`src/rtl/spip_pkg.sv`:
```
`timescale 1ns / 1ps
// ----------------------------------------------------------------------------
// spip_pkg
// Shared types and constants of the servo packet intercept parser.
// ----------------------------------------------------------------------------
package spip_pkg;

   localparam int DefMaxSyncDevices = 32;

   localparam logic [7:0] ByteSync    = 8'hFF;
   localparam logic [7:0] IdBroadcast = 8'hFE;
   localparam logic [7:0] ChecksumOk  = 8'hFF;
   localparam logic [7:0] OpPing      = 8'd1;
   localparam logic [7:0] OpRead      = 8'd2;
   localparam logic [7:0] OpWrite     = 8'd3;
   localparam logic [7:0] OpReset     = 8'd6;

   localparam logic [2:0] KindFwd    = 3'd0;
   localparam logic [2:0] KindStatus = 3'd1;
   localparam logic [2:0] KindReq    = 3'd2;
   localparam logic [2:0] KindReset  = 3'd3;
   localparam logic [2:0] KindBoot   = 3'd4;

   localparam logic [1:0] RtSync  = 2'd0;
   localparam logic [1:0] RtRead  = 2'd1;
   localparam logic [1:0] RtWrite = 2'd2;

   localparam logic ErrNone  = 1'b0;
   localparam logic ErrRange = 1'b1;

   localparam logic CmdByte = 1'b0;
   localparam logic CmdTick = 1'b1;

   localparam logic [2:0] CsrDeviceId     = 3'd0;
   localparam logic [2:0] CsrRxTimeout    = 3'd1;
   localparam logic [2:0] CsrSyncReadOp   = 3'd2;
   localparam logic [2:0] CsrBootloadOp   = 3'd3;
   localparam logic [2:0] CsrMaxServoRply = 3'd4;
   localparam logic [2:0] CsrMaxHostRply  = 3'd5;

   localparam logic [7:0]  RstDeviceId  = 8'd253;
   localparam logic [7:0]  RstTimeout   = 8'd100;
   localparam logic [7:0]  RstSyncOp    = 8'd132;
   localparam logic [7:0]  RstBootOp    = 8'd8;
   localparam logic [7:0]  RstMaxServo  = 8'd249;
   localparam logic [11:0] RstMaxHost   = 12'd249;

   typedef struct packed {
      logic [7:0]  device_id;
      logic [7:0]  rx_timeout;
      logic [7:0]  sync_op;
      logic [7:0]  boot_op;
      logic [7:0]  max_servo;
      logic [11:0] max_host;
   } cfg_type;

   typedef enum logic [9:0] {
      PS_HUNT1  = 10'b0000000001,
      PS_HUNT2  = 10'b0000000010,
      PS_ID     = 10'b0000000100,
      PS_LEN    = 10'b0000001000,
      PS_CMD    = 10'b0000010000,
      PS_RESET  = 10'b0000100000,
      PS_BOOT   = 10'b0001000000,
      PS_PARAMS = 10'b0010000000,
      PS_PING   = 10'b0100000000,
      PS_PASS   = 10'b1000000000
   } pstate_type;

   typedef enum logic [4:0] {
      CS_IDLE     = 5'b00001,
      CS_DISPATCH = 5'b00010,
      CS_PRE      = 5'b00100,
      CS_FETCH    = 5'b01000,
      CS_SHOW     = 5'b10000
   } cstate_type;

   typedef struct packed {
      logic accept;
      logic fetch;
      logic advance;
      logic show_pre;
   } ctl_cmd_type;

   typedef struct packed {
      logic pre_v;
      logic seq_zero;
      logic seq_one;
   } dp_sts_type;

endpackage

```
`src/rtl/spip_csr.sv`:
```
`timescale 1ns / 1ps
// ----------------------------------------------------------------------------
// spip_csr
// Configuration register file.
// ----------------------------------------------------------------------------
module spip_csr (
   input  logic               clock,
   input  logic               reset,
   input  logic               csr_valid,
   output logic               csr_ready,
   input  logic [2:0]         csr_index,
   input  logic [11:0]        csr_wdata,
   output spip_pkg::cfg_type  cfg
);
   import spip_pkg::*;

   cfg_type cfg_ff, cfg_in;

   assign csr_ready = 1'b1;
   assign cfg       = cfg_ff;

   always_comb begin
      cfg_in = cfg_ff;
      if (csr_valid) begin
         unique case (csr_index)
            CsrDeviceId:     cfg_in.device_id  = csr_wdata[7:0];
            CsrRxTimeout:    cfg_in.rx_timeout = csr_wdata[7:0];
            CsrSyncReadOp:   cfg_in.sync_op    = csr_wdata[7:0];
            CsrBootloadOp:   cfg_in.boot_op    = csr_wdata[7:0];
            CsrMaxServoRply: cfg_in.max_servo  = csr_wdata[7:0];
            CsrMaxHostRply:  cfg_in.max_host   = csr_wdata;
            default:         cfg_in = cfg_ff;
         endcase
      end
   end

   always_ff @(posedge clock) begin
      if (reset) begin
         cfg_ff.device_id  <= RstDeviceId;
         cfg_ff.rx_timeout <= RstTimeout;
         cfg_ff.sync_op    <= RstSyncOp;
         cfg_ff.boot_op    <= RstBootOp;
         cfg_ff.max_servo  <= RstMaxServo;
         cfg_ff.max_host   <= RstMaxHost;
      end else begin
         cfg_ff <= cfg_in;
      end
   end

endmodule

```
`src/rtl/spip_ctrl.sv`:
```
`timescale 1ns / 1ps
// ----------------------------------------------------------------------------
// spip_ctrl
// Sequencer: takes one transaction, then emits its results one at a time.
// ----------------------------------------------------------------------------
module spip_ctrl (
   input  logic                   clock,
   input  logic                   reset,
   input  logic                   req_valid,
   output logic                   req_ready,
   output logic                   rsp_valid,
   input  logic                   rsp_ready,
   input  spip_pkg::dp_sts_type   sts,
   output spip_pkg::ctl_cmd_type  cmd
);
   import spip_pkg::*;

   cstate_type state_ff, state_in;

   always_comb begin
      state_in  = state_ff;
      cmd       = '0;
      req_ready = 1'b0;
      rsp_valid = 1'b0;
      unique case (state_ff)
         CS_IDLE: begin
            req_ready = 1'b1;
            if (req_valid) begin
               cmd.accept = 1'b1;
               state_in   = CS_DISPATCH;
            end
         end
         CS_DISPATCH: begin
            if (sts.pre_v)        state_in = CS_PRE;
            else if (!sts.seq_zero) state_in = CS_FETCH;
            else                  state_in = CS_IDLE;
         end
         CS_PRE: begin
            rsp_valid    = 1'b1;
            cmd.show_pre = 1'b1;
            if (rsp_ready) state_in = sts.seq_zero ? CS_IDLE : CS_FETCH;
         end
         CS_FETCH: begin
            cmd.fetch = 1'b1;
            state_in  = CS_SHOW;
         end
         CS_SHOW: begin
            rsp_valid = 1'b1;
            if (rsp_ready) begin
               cmd.advance = 1'b1;
               state_in    = sts.seq_one ? CS_IDLE : CS_FETCH;
            end
         end
         default: state_in = CS_IDLE;
      endcase
   end

   always_ff @(posedge clock) begin
      if (reset) state_ff <= CS_IDLE;
      else       state_ff <= state_in;
   end

endmodule

```
`src/rtl/spip_dp.sv`:
```
`timescale 1ns / 1ps
// ----------------------------------------------------------------------------
// spip_dp
// Parser registers, packet buffer and result generation.
// ----------------------------------------------------------------------------
module spip_dp #(
   parameter int MaxSyncDevices = spip_pkg::DefMaxSyncDevices
) (
   input  logic                   clock,
   input  logic                   reset,
   input  logic                   req_command,
   input  logic [7:0]             req_data,
   input  spip_pkg::cfg_type      cfg,
   input  spip_pkg::ctl_cmd_type  cmd,
   output spip_pkg::dp_sts_type   sts,
   output logic [2:0]             rsp_kind,
   output logic [7:0]             rsp_data_res,
   output logic [1:0]             rsp_request_type,
   output logic                   rsp_error_code,
   output logic                   rsp_last
);
   import spip_pkg::*;

   localparam int Depth = MaxSyncDevices + 8;
   localparam int AW    = $clog2(Depth);
   localparam int CW    = $clog2(Depth + 1);
   localparam logic [8:0] LenLimit = 9'(MaxSyncDevices + 4);
   localparam logic [8:0] DepthC   = 9'(Depth);

   // parser state
   pstate_type pst_ff, pst_in;
   logic [8:0] bc_ff, bc_in;
   logic [7:0] cs_ff, cs_in;
   logic [7:0] idle_ff, idle_in;
   logic [7:0] id_ff, id_in, len_ff, len_in, ins_ff, ins_in, rl_ff, rl_in;

   // result plan
   logic          pre_v_ff, pre_v_in;
   logic [2:0]    pre_kind_ff, pre_kind_in;
   logic [7:0]    pre_data_ff, pre_data_in;
   logic          pre_err_ff, pre_err_in;
   logic [CW-1:0] seq_left_ff, seq_left_in;
   logic [AW-1:0] seq_addr_ff, seq_addr_in;
   logic [2:0]    seq_kind_ff, seq_kind_in;
   logic [1:0]    seq_rt_ff, seq_rt_in;

   logic [7:0]    buf_mem [Depth];
   logic [7:0]    rd_q;
   logic          wr_en;
   logic [AW-1:0] wr_addr;

   logic          rej;
   logic [8:0]    rej_c;
   logic [7:0]    b, s3, s4, idle_inc, rl_cur;
   logic [8:0]    bc_inc;
   logic [9:0]    pkt_end;
   logic [15:0]   prod;
   logic          b_sync;

   assign b        = req_data;
   assign b_sync   = (b == ByteSync);
   assign s3       = id_ff + b + len_ff;
   assign s4       = cfg.device_id + len_ff + ins_ff + b;
   assign idle_inc = (idle_ff == 8'hFF) ? idle_ff : idle_ff + 8'd1;
   assign bc_inc   = bc_ff + 9'd1;
   assign pkt_end  = {2'b00, len_ff} + 10'd4;
   assign rl_cur   = (bc_ff == 9'd6) ? b : rl_ff;
   assign prod     = {8'd0, rl_cur} * {8'd0, len_ff - 8'd4};

   always_comb begin
      pst_in      = pst_ff;
      bc_in       = bc_ff;
      cs_in       = cs_ff;
      idle_in     = idle_ff;
      id_in       = id_ff;
      len_in      = len_ff;
      ins_in      = ins_ff;
      rl_in       = rl_ff;
      pre_v_in    = 1'b0;
      pre_kind_in = KindFwd;
      pre_data_in = 8'd0;
      pre_err_in  = ErrNone;
      seq_left_in = '0;
      seq_addr_in = '0;
      seq_kind_in = KindFwd;
      seq_rt_in   = RtSync;
      wr_en       = 1'b0;
      wr_addr     = '0;
      rej         = 1'b0;
      rej_c       = 9'd0;

      if (req_command == CmdTick) begin
         idle_in = idle_inc;
         if (pst_ff != PS_HUNT1 && idle_inc > cfg.rx_timeout) begin
            if (pst_ff != PS_PASS)
               seq_left_in = (bc_ff > DepthC) ? CW'(Depth) : CW'(bc_ff);
            pst_in = PS_HUNT1;
            bc_in  = 9'd0;
         end
      end else begin
         unique case (pst_ff)
            PS_HUNT2: begin
               wr_en   = 1'b1;
               wr_addr = AW'(1);
               bc_in   = 9'd2;
               if (b_sync) begin
                  pst_in  = PS_ID;
                  idle_in = 8'd0;
               end else begin
                  rej   = 1'b1;
                  rej_c = 9'd2;
               end
            end
            PS_ID: begin
               wr_en   = 1'b1;
               wr_addr = AW'(2);
               idle_in = 8'd0;
               id_in   = b;
               if (b_sync) begin
                  pre_v_in    = 1'b1;
                  pre_data_in = ByteSync;
                  bc_in       = 9'd2;
               end else begin
                  bc_in  = 9'd3;
                  pst_in = PS_LEN;
               end
            end
            PS_LEN: begin
               wr_en   = 1'b1;
               wr_addr = AW'(3);
               bc_in   = 9'd4;
               len_in  = b;
               if (id_ff == cfg.device_id || id_ff == IdBroadcast) begin
                  if (b > 8'd1 && {1'b0, b} < LenLimit) begin
                     pst_in  = PS_CMD;
                     idle_in = 8'd0;
                  end else begin
                     pre_v_in    = 1'b1;
                     pre_kind_in = KindStatus;
                     pre_err_in  = ErrRange;
                     rej         = 1'b1;
                     rej_c       = 9'd4;
                  end
               end else begin
                  seq_left_in = CW'(4);
                  pst_in      = PS_PASS;
                  idle_in     = 8'd0;
               end
            end
            PS_CMD: begin
               wr_en   = 1'b1;
               wr_addr = AW'(4);
               bc_in   = 9'd5;
               ins_in  = b;
               if (b == cfg.sync_op) begin
                  pst_in  = PS_PARAMS;
                  cs_in   = s3;
                  idle_in = 8'd0;
               end else if (id_ff == cfg.device_id) begin
                  idle_in = 8'd0;
                  if (b == OpPing) pst_in = PS_PING;
                  else if (b == OpReset) pst_in = PS_RESET;
                  else if (b == cfg.boot_op) pst_in = PS_BOOT;
                  else if (b == OpRead || b == OpWrite) begin
                     pst_in = PS_PARAMS;
                     cs_in  = s3;
                  end else begin
                     rej   = 1'b1;
                     rej_c = 9'd5;
                  end
               end else begin
                  rej   = 1'b1;
                  rej_c = 9'd5;
               end
            end
            PS_PING, PS_RESET, PS_BOOT: begin
               wr_en   = 1'b1;
               wr_addr = AW'(5);
               bc_in   = 9'd6;
               if (s4 == ChecksumOk) begin
                  pre_v_in    = 1'b1;
                  pre_kind_in = (pst_ff == PS_PING)  ? KindStatus :
                                (pst_ff == PS_RESET) ? KindReset : KindBoot;
                  pst_in      = PS_HUNT1;
                  bc_in       = 9'd0;
               end else begin
                  rej   = 1'b1;
                  rej_c = 9'd6;
               end
            end
            PS_PARAMS: begin
               wr_en   = (bc_ff < DepthC);
               wr_addr = bc_ff[AW-1:0];
               if (bc_ff == 9'd6) rl_in = b;
               cs_in   = cs_ff + b;
               bc_in   = bc_inc;
               idle_in = 8'd0;
               if ({1'b0, bc_inc} >= pkt_end) begin
                  if (cs_in != ChecksumOk) begin
                     rej   = 1'b1;
                     rej_c = bc_inc;
                  end else begin
                     pst_in      = PS_HUNT1;
                     bc_in       = 9'd0;
                     seq_addr_in = AW'(5);
                     seq_kind_in = KindReq;
                     if (ins_ff == cfg.sync_op) begin
                        if (len_ff < 8'd4 || rl_cur == 8'd0 || rl_cur > cfg.max_servo ||
                            prod > {4'd0, cfg.max_host}) begin
                           pre_v_in    = 1'b1;
                           pre_kind_in = KindStatus;
                           pre_err_in  = ErrRange;
                        end else begin
                           seq_left_in = CW'(len_ff - 8'd2);
                           seq_rt_in   = RtSync;
                        end
                     end else if (ins_ff == OpRead) begin
                        seq_left_in = CW'(len_ff - 8'd2);
                        seq_rt_in   = RtRead;
                     end else if (ins_ff == OpWrite) begin
                        seq_left_in = CW'(len_ff - 8'd2);
                        seq_rt_in   = RtWrite;
                     end
                  end
               end
            end
            PS_PASS: begin
               pre_v_in    = 1'b1;
               pre_data_in = b;
               bc_in       = bc_inc;
               idle_in     = 8'd0;
               if ({1'b0, bc_inc} >= pkt_end) begin
                  pst_in = PS_HUNT1;
                  bc_in  = 9'd0;
               end
            end
            default: begin
               if (b_sync) begin
                  wr_en   = 1'b1;
                  wr_addr = AW'(0);
                  bc_in   = 9'd1;
                  pst_in  = PS_HUNT2;
                  idle_in = 8'd0;
               end else begin
                  pst_in      = PS_HUNT1;
                  pre_v_in    = 1'b1;
                  pre_data_in = b;
               end
            end
         endcase

         // bad packet: replay the buffer, keeping a trailing FF as a new start
         if (rej) begin
            seq_addr_in = '0;
            seq_kind_in = KindFwd;
            seq_rt_in   = RtSync;
            if (rej_c > DepthC) begin
               seq_left_in = CW'(Depth);
               pst_in      = PS_HUNT1;
               bc_in       = 9'd0;
            end else if (b_sync) begin
               seq_left_in = CW'(rej_c - 9'd1);
               pst_in      = PS_HUNT2;
               bc_in       = 9'd1;
               idle_in     = 8'd0;
            end else begin
               seq_left_in = CW'(rej_c);
               pst_in      = PS_HUNT1;
               bc_in       = 9'd0;
            end
         end
      end
   end

   always_ff @(posedge clock) begin
      if (reset) begin
         pst_ff      <= PS_HUNT1;
         bc_ff       <= 9'd0;
         cs_ff       <= 8'd0;
         idle_ff     <= 8'd0;
         pre_v_ff    <= 1'b0;
         seq_left_ff <= '0;
      end else if (cmd.accept) begin
         pst_ff      <= pst_in;
         bc_ff       <= bc_in;
         cs_ff       <= cs_in;
         idle_ff     <= idle_in;
         pre_v_ff    <= pre_v_in;
         seq_left_ff <= seq_left_in;
      end else if (cmd.advance) begin
         seq_left_ff <= seq_left_ff - CW'(1);
      end
   end

   always_ff @(posedge clock) begin
      if (cmd.accept) begin
         id_ff       <= id_in;
         len_ff      <= len_in;
         ins_ff      <= ins_in;
         rl_ff       <= rl_in;
         pre_kind_ff <= pre_kind_in;
         pre_data_ff <= pre_data_in;
         pre_err_ff  <= pre_err_in;
         seq_addr_ff <= seq_addr_in;
         seq_kind_ff <= seq_kind_in;
         seq_rt_ff   <= seq_rt_in;
      end else if (cmd.advance) begin
         seq_addr_ff <= seq_addr_ff + AW'(1);
      end
   end

   always_ff @(posedge clock) begin
      if (cmd.accept && req_command == CmdByte && wr_en)
         buf_mem[wr_addr] <= b;
      if (cmd.fetch)
         rd_q <= buf_mem[seq_addr_ff];
   end

   assign sts.pre_v    = pre_v_ff;
   assign sts.seq_zero = (seq_left_ff == '0);
   assign sts.seq_one  = (seq_left_ff == CW'(1));

   assign rsp_kind         = cmd.show_pre ? pre_kind_ff : seq_kind_ff;
   assign rsp_data_res     = cmd.show_pre ? pre_data_ff : rd_q;
   assign rsp_request_type = cmd.show_pre ? RtSync : seq_rt_ff;
   assign rsp_error_code   = cmd.show_pre ? pre_err_ff : ErrNone;
   assign rsp_last         = cmd.show_pre ? sts.seq_zero : sts.seq_one;

endmodule

```
`src/rtl/servo_packet_intercept_parser.sv`:
```
`timescale 1ns / 1ps
// ----------------------------------------------------------------------------
// servo_packet_intercept_parser
// Hunts servo bus packets in host bytes; forwards foreign traffic and turns
// packets for the bridge into status, reset, bootload or request results.
// ----------------------------------------------------------------------------
// channel  | ports                                        | direction
// req_     | valid ready command data                     | in
// rsp_     | valid ready kind data_res request_type       | out
//          | error_code last                              |
// csr_     | valid ready index wdata                      | in
//
// One transaction is taken, then its results leave one at a time; bytes read
// back from the packet buffer pass one read port with registered data. A
// packet ends by byte 39 at the default depth, so at most 39 buffered
// results per item. Reset is synchronous; the buffer needs no clearing.
// A stalled rsp_ holds the sequencer and req_ready stays low until all
// results are taken.
// ----------------------------------------------------------------------------
module servo_packet_intercept_parser #(
   parameter int MaxSyncDevices = spip_pkg::DefMaxSyncDevices
) (
   input  logic        clock,
   input  logic        reset,
   input  logic        req_valid,
   output logic        req_ready,
   input  logic        req_command,
   input  logic [7:0]  req_data,
   output logic        rsp_valid,
   input  logic        rsp_ready,
   output logic [2:0]  rsp_kind,
   output logic [7:0]  rsp_data_res,
   output logic [1:0]  rsp_request_type,
   output logic        rsp_error_code,
   output logic        rsp_last,
   input  logic        csr_valid,
   output logic        csr_ready,
   input  logic [2:0]  csr_index,
   input  logic [11:0] csr_wdata
);
   import spip_pkg::*;

   cfg_type     cfg;
   ctl_cmd_type cmd;
   dp_sts_type  sts;

   spip_csr u_csr (
      .clock     (clock),
      .reset     (reset),
      .csr_valid (csr_valid),
      .csr_ready (csr_ready),
      .csr_index (csr_index),
      .csr_wdata (csr_wdata),
      .cfg       (cfg)
   );

   spip_ctrl u_ctrl (
      .clock     (clock),
      .reset     (reset),
      .req_valid (req_valid),
      .req_ready (req_ready),
      .rsp_valid (rsp_valid),
      .rsp_ready (rsp_ready),
      .sts       (sts),
      .cmd       (cmd)
   );

   spip_dp #(
      .MaxSyncDevices (MaxSyncDevices)
   ) u_dp (
      .clock            (clock),
      .reset            (reset),
      .req_command      (req_command),
      .req_data         (req_data),
      .cfg              (cfg),
      .cmd              (cmd),
      .sts              (sts),
      .rsp_kind         (rsp_kind),
      .rsp_data_res     (rsp_data_res),
      .rsp_request_type (rsp_request_type),
      .rsp_error_code   (rsp_error_code),
      .rsp_last         (rsp_last)
   );

endmodule

```
`config.mk`:
```
export PLATFORM = sky130hd
export DESIGN_NAME = servo_packet_intercept_parser
export DESIGN_NICKNAME = d
export VERILOG_FILES = /design/src/rtl/spip_pkg.sv /design/src/rtl/spip_csr.sv /design/src/rtl/spip_ctrl.sv /design/src/rtl/spip_dp.sv /design/src/rtl/servo_packet_intercept_parser.sv
export SDC_FILE = /design/constraint.sdc
export NUM_CORES = 1
export LEC_CHECK = 0
export ABC_CLOCK_PERIOD_IN_PS = 12650
export BUFFER_PORTS_ARGS = -buffer_cell sky130_fd_sc_hd__buf_2
export CAP_MARGIN = 20
export CORE_MARGIN = 2
export CORE_UTILIZATION = 40
export CTS_CLUSTER_SIZE = 40
export DETAILED_ROUTE_END_ITERATION = 6
export GPL_TIMING_DRIVEN = 0
export PLACE_DENSITY = 0.55
export SYNTH_ARGS = -nofsm -noshare
export SYNTH_HDL_FRONTEND = slang
export SYNTH_SLANG_ARGS = --single-unit
export TNS_END_PERCENT = 1
```
`constraint.sdc`:
```
create_clock -name clock -period 12.65 [get_ports clock]
set_input_delay 1.265 -clock clock [delete_from_list [all_inputs] [get_ports clock]]
set_output_delay 1.265 -clock clock [all_outputs]
set_load 0.02 [all_outputs]
```
==> results.py <==
metrics = {
    "final_layout": {
        "final.fill_count": 5901,
        "finalCoreUtilization_pct": 45.2,
        "num_antenna_cells": 0,
        "nets": 2456,
        "layout_cells_sized_above_1_pct": 9.64,
        "area_delta_synth_final_pct": 12.3,
    },
    "cts": {
        "cts-buffers-inserted": 52,
        "cts_buffer_depth": 3,
        "cts_resized": 0,
        "ctsHtreeMaxLevel": 2,
        "postCtsHoldBufs": 0,
        "cts-root-buf": "sky130_fd_sc_hd__clkbuf_16",
        "worst_skew_pair.late_latency_ns": 0.62,
        "clkSlewWorstSetupHoldPaths_ns": 0.06,
        "tritoncts": "yes",
        "post_cts.repair.setup_buffers": 0,
        "sink_count": 480,
    },
    "die": {
        "floorplan.initialDensity_pct": 40.3,
        "pin_count": 47,
        "die_w_um": 256,
        "fp.dieH_um": 256,
        "placement_rows": 92,
        "area_of_the_core_region_mm2": 0.0629,
        "fp.dieArea_mm2": 0.0653,
    },
    "synth": {
        "yosys_register_bits": 480,
        "postSynthAreaPerCell_um2": 11.7,
        "mappedNetlistNets": 2349,
        "synth_largest_area_cell": "sky130_fd_sc_hd__edfxtp_1",
        "number_of_synthesized_flops_with_an_enable_pin": 381,
        "synth_top_flop_cell": "sky130_fd_sc_hd__edfxtp_1",
        "synth_top_cells_by_count": "381 x sky130_fd_sc_hd__edfxtp_1, 233 x sky130_fd_sc_hd__nor2_1, 211 x sky130_fd_sc_hd__nand2_1",
        "synthTopCellsByArea": "sky130_fd_sc_hd__edfxtp_1 45%, sky130_fd_sc_hd__dfxtp_1 7.8%, sky130_fd_sc_hd__ha_1 5.2%",
        "yosys.cell_count.top_type": "sky130_fd_sc_hd__edfxtp_1",
        "synthArstFlopShare_pct": 0,
        "synth_largest_type_area_fraction_pct": 45.2,
        "synth_cells": 2155,
        "synth_area_mm2": 0.0253,
        "netlist-cell-type-count": 93,
        "seq_area_frac_synth_pct": 53.0,
        "synth-warning-count": 0,
    },
    "setup_path": {
        "arrival_ns": 10.17,
        "crit_required_ns": 13.17,
        "cp-start-kind": "input pin",
        "r2r_start": "u_dp.bc_ff[0]",
        "cp-startpoint": "req_data[0]",
        "critical_path.max_stage_delay_ns": 0.79,
        "end_kind": "flop",
        "crit_fanout": 46,
        "cpMaxStageDelayCell": "sky130_fd_sc_hd__buf_2",
        "criticalPathCategory": "input pin to flop",
    },
    "outcome": {
        "outcome": "completed",
    },
    "global_routing": {
        "grt-ovfl-total": 0,
        "grt_max_degree": 49,
        "globalRouteTotalUtil_pct": 21.2,
        "grt_first_pass_wirelength_mm": 106,
        "first_global_vias": 17100,
        "number_of_antenna_violations_at_the_first_check_in_global_routing": 0,
    },
    "sta": {
        "final_min_period_over_clock_period_pct": 76.3,
        "fmax_mhz": 104,
        "finalSetupTns_ns": 0,
        "report.final.hold_viol_count": 0,
        "finalSetupViolCount": 0,
        "slew_headroom_pct": 24.1,
        "rsz0062_at_grt": "no",
        "tightest_slew_ns": 1.14,
        "layout_setup_ws_ns": 3.00,
        "finalWorstPathRequiredPeriod_ns": 9.65,
        "worst_clock_skew_ns": 0.0339,
        "fin_hold_ws_ns": 0.459,
        "number_of_pins_with_negative_max_slew_slack_in_the_final_report": 0,
    },
    "drt": {
        "drtPass1Iterations": 5,
        "post_route_wl_mm": 69.9,
        "via_count": 17400,
        "routedWlPerCell_um": 22.2,
        "routed_via_density": 5.51,
        "drt_drc_violations_left": 0,
        "detail_route.iter0.violations": 1537,
        "antenna_left": 0,
    },
    "power": {
        "cellInternalPower_mw": 2.74,
        "power.share.switching_pct": 25.1,
        "pwr-share-seq_pct": 47.4,
        "power.switching_uw": 917,
        "vdd_drop_max_mv": 0.110,
        "combPwrFrac_pct": 10.9,
        "p_leak_nw": 10.4,
        "power.density_cell_area_mw_per_mm2": 129,
        "total_power_mw": 3.66,
        "share_clk_of_total_power_pct": 41.7,
    },
    "flow_run": {
        "max-cap-violations": 0,
    },
    "min_path": {
        "hold_path.class": "flop to flop",
        "min_from": "u_csr.cfg[37]",
    },
    "placed_design": {
        "finalWeightedCongestion": 0.905,
        "dpl_worst_slack_ns": 2.47,
        "hpwl_mm": 50.1,
        "portBuffers": 43,
    },
}
==> critical path: cells and delay by family <==
kind | cells | cell delay (ns)
buffers and inverters | 7 | 2.17
xor gates and xnor gates | 1 | 0.19
AOI/OAI and AO/OA | 8 | 2.17
and+or+nand+nor | 7 | 1.67
adders and majority gates | 6 | 2.71
==> cell type report <==
cell class              count  area, µm²  area share, %
clock buffers              71       1380           4.86
multi-input cells        1457      11000           38.8
repair buffers             53        368           1.29
well taps                 846       1060           3.72
clock inverters            25        313           1.10
flip-flops and latches    480      13400           47.2
plain buffers              96        404           1.42
inverters                 122        458           1.61
==> cells in the final DEF (no fill, tap or decap), drive strengths merged, types with 24 or more instances in the layout <==
master / Yosys / final
a211oi: 30 / 30
a21oi: 87 / 87
buf: 26 / 79
clkbuf: 70 / 141
dfxtp: 99 / 99
edfxtp: 381 / 381
fa: 59 / 59
ha: 106 / 106
inv: 120 / 122
mux2i: 96 / 96
mux4: 48 / 48
nand2: 211 / 211
nand3: 53 / 53
nor2: 233 / 233
nor3: 29 / 29
nor4: 24 / 24
o211ai: 32 / 32
o21ai: 76 / 76
xnor2: 34 / 34
xor2: 60 / 60
==> registers in the layout (all words and copies together) (netlist names), 9 cells and up <==
signal / flops
u_csr.cfg: 52
u_dp.bc_ff: 9
u_dp.pst_ff: 10
u_dp.buf_mem: 320
==> metrics by stage <==
step / area (µm²) / cells
CTS: 28300 / 3143
detailed placement: 26600 / 3047
global placement: 26600 / 3044
global route: 28400 / 3150
finish: 28400 / 3150
floorplan: 25300 / 2155
==> power by group through the flow <==
stage          logic (mW)  registers [mW]  clock network [mW]
2_1_floorplan       0.254            1.76                   0
3_3_place_gp        0.388            1.77                   0
3_5_place_dp        0.394            1.77                   0
4_1_cts             0.396            1.74                1.55
5_1_grt             0.435            1.74                1.61
6_report            0.399            1.73                1.52
==> final timing paths <==
kind | to | slack, ns | cells after the start
worst min-delay path | u_csr.cfg[37] | 0.46 | 2
worst max register to register | u_dp.seq_left_ff[1] | 3.23 | 31
worst min register to register | u_csr.cfg[37] | 0.46 | 2
worst max-delay path | u_dp.seq_left_ff[1] | 3.00 | 29
==> layer usage <==
layer	routed length [µm]	GRT usage (%)
met5	0	0
met4	1890	6.11
met3	4030	2.95
met2	33000	34.7
met1	30900	29.3
==> cell families (layout without fill, tap and decap cells) <==
group	after synthesis	after routing	synth area share, %
AOI/OAI and AO/OA	367	367	9.76
xor gates and xnor gates	94	94	3.25
adders and majority gates	165	165	9.91
buffers and inverters	218	367	3.41
DFF	480	480	53.0
muxes	147	147	8.20
other	1	1	0.0148
and+or+nand+nor	683	683	12.4
No activity file was read; power rests on OpenSTA's default activity.
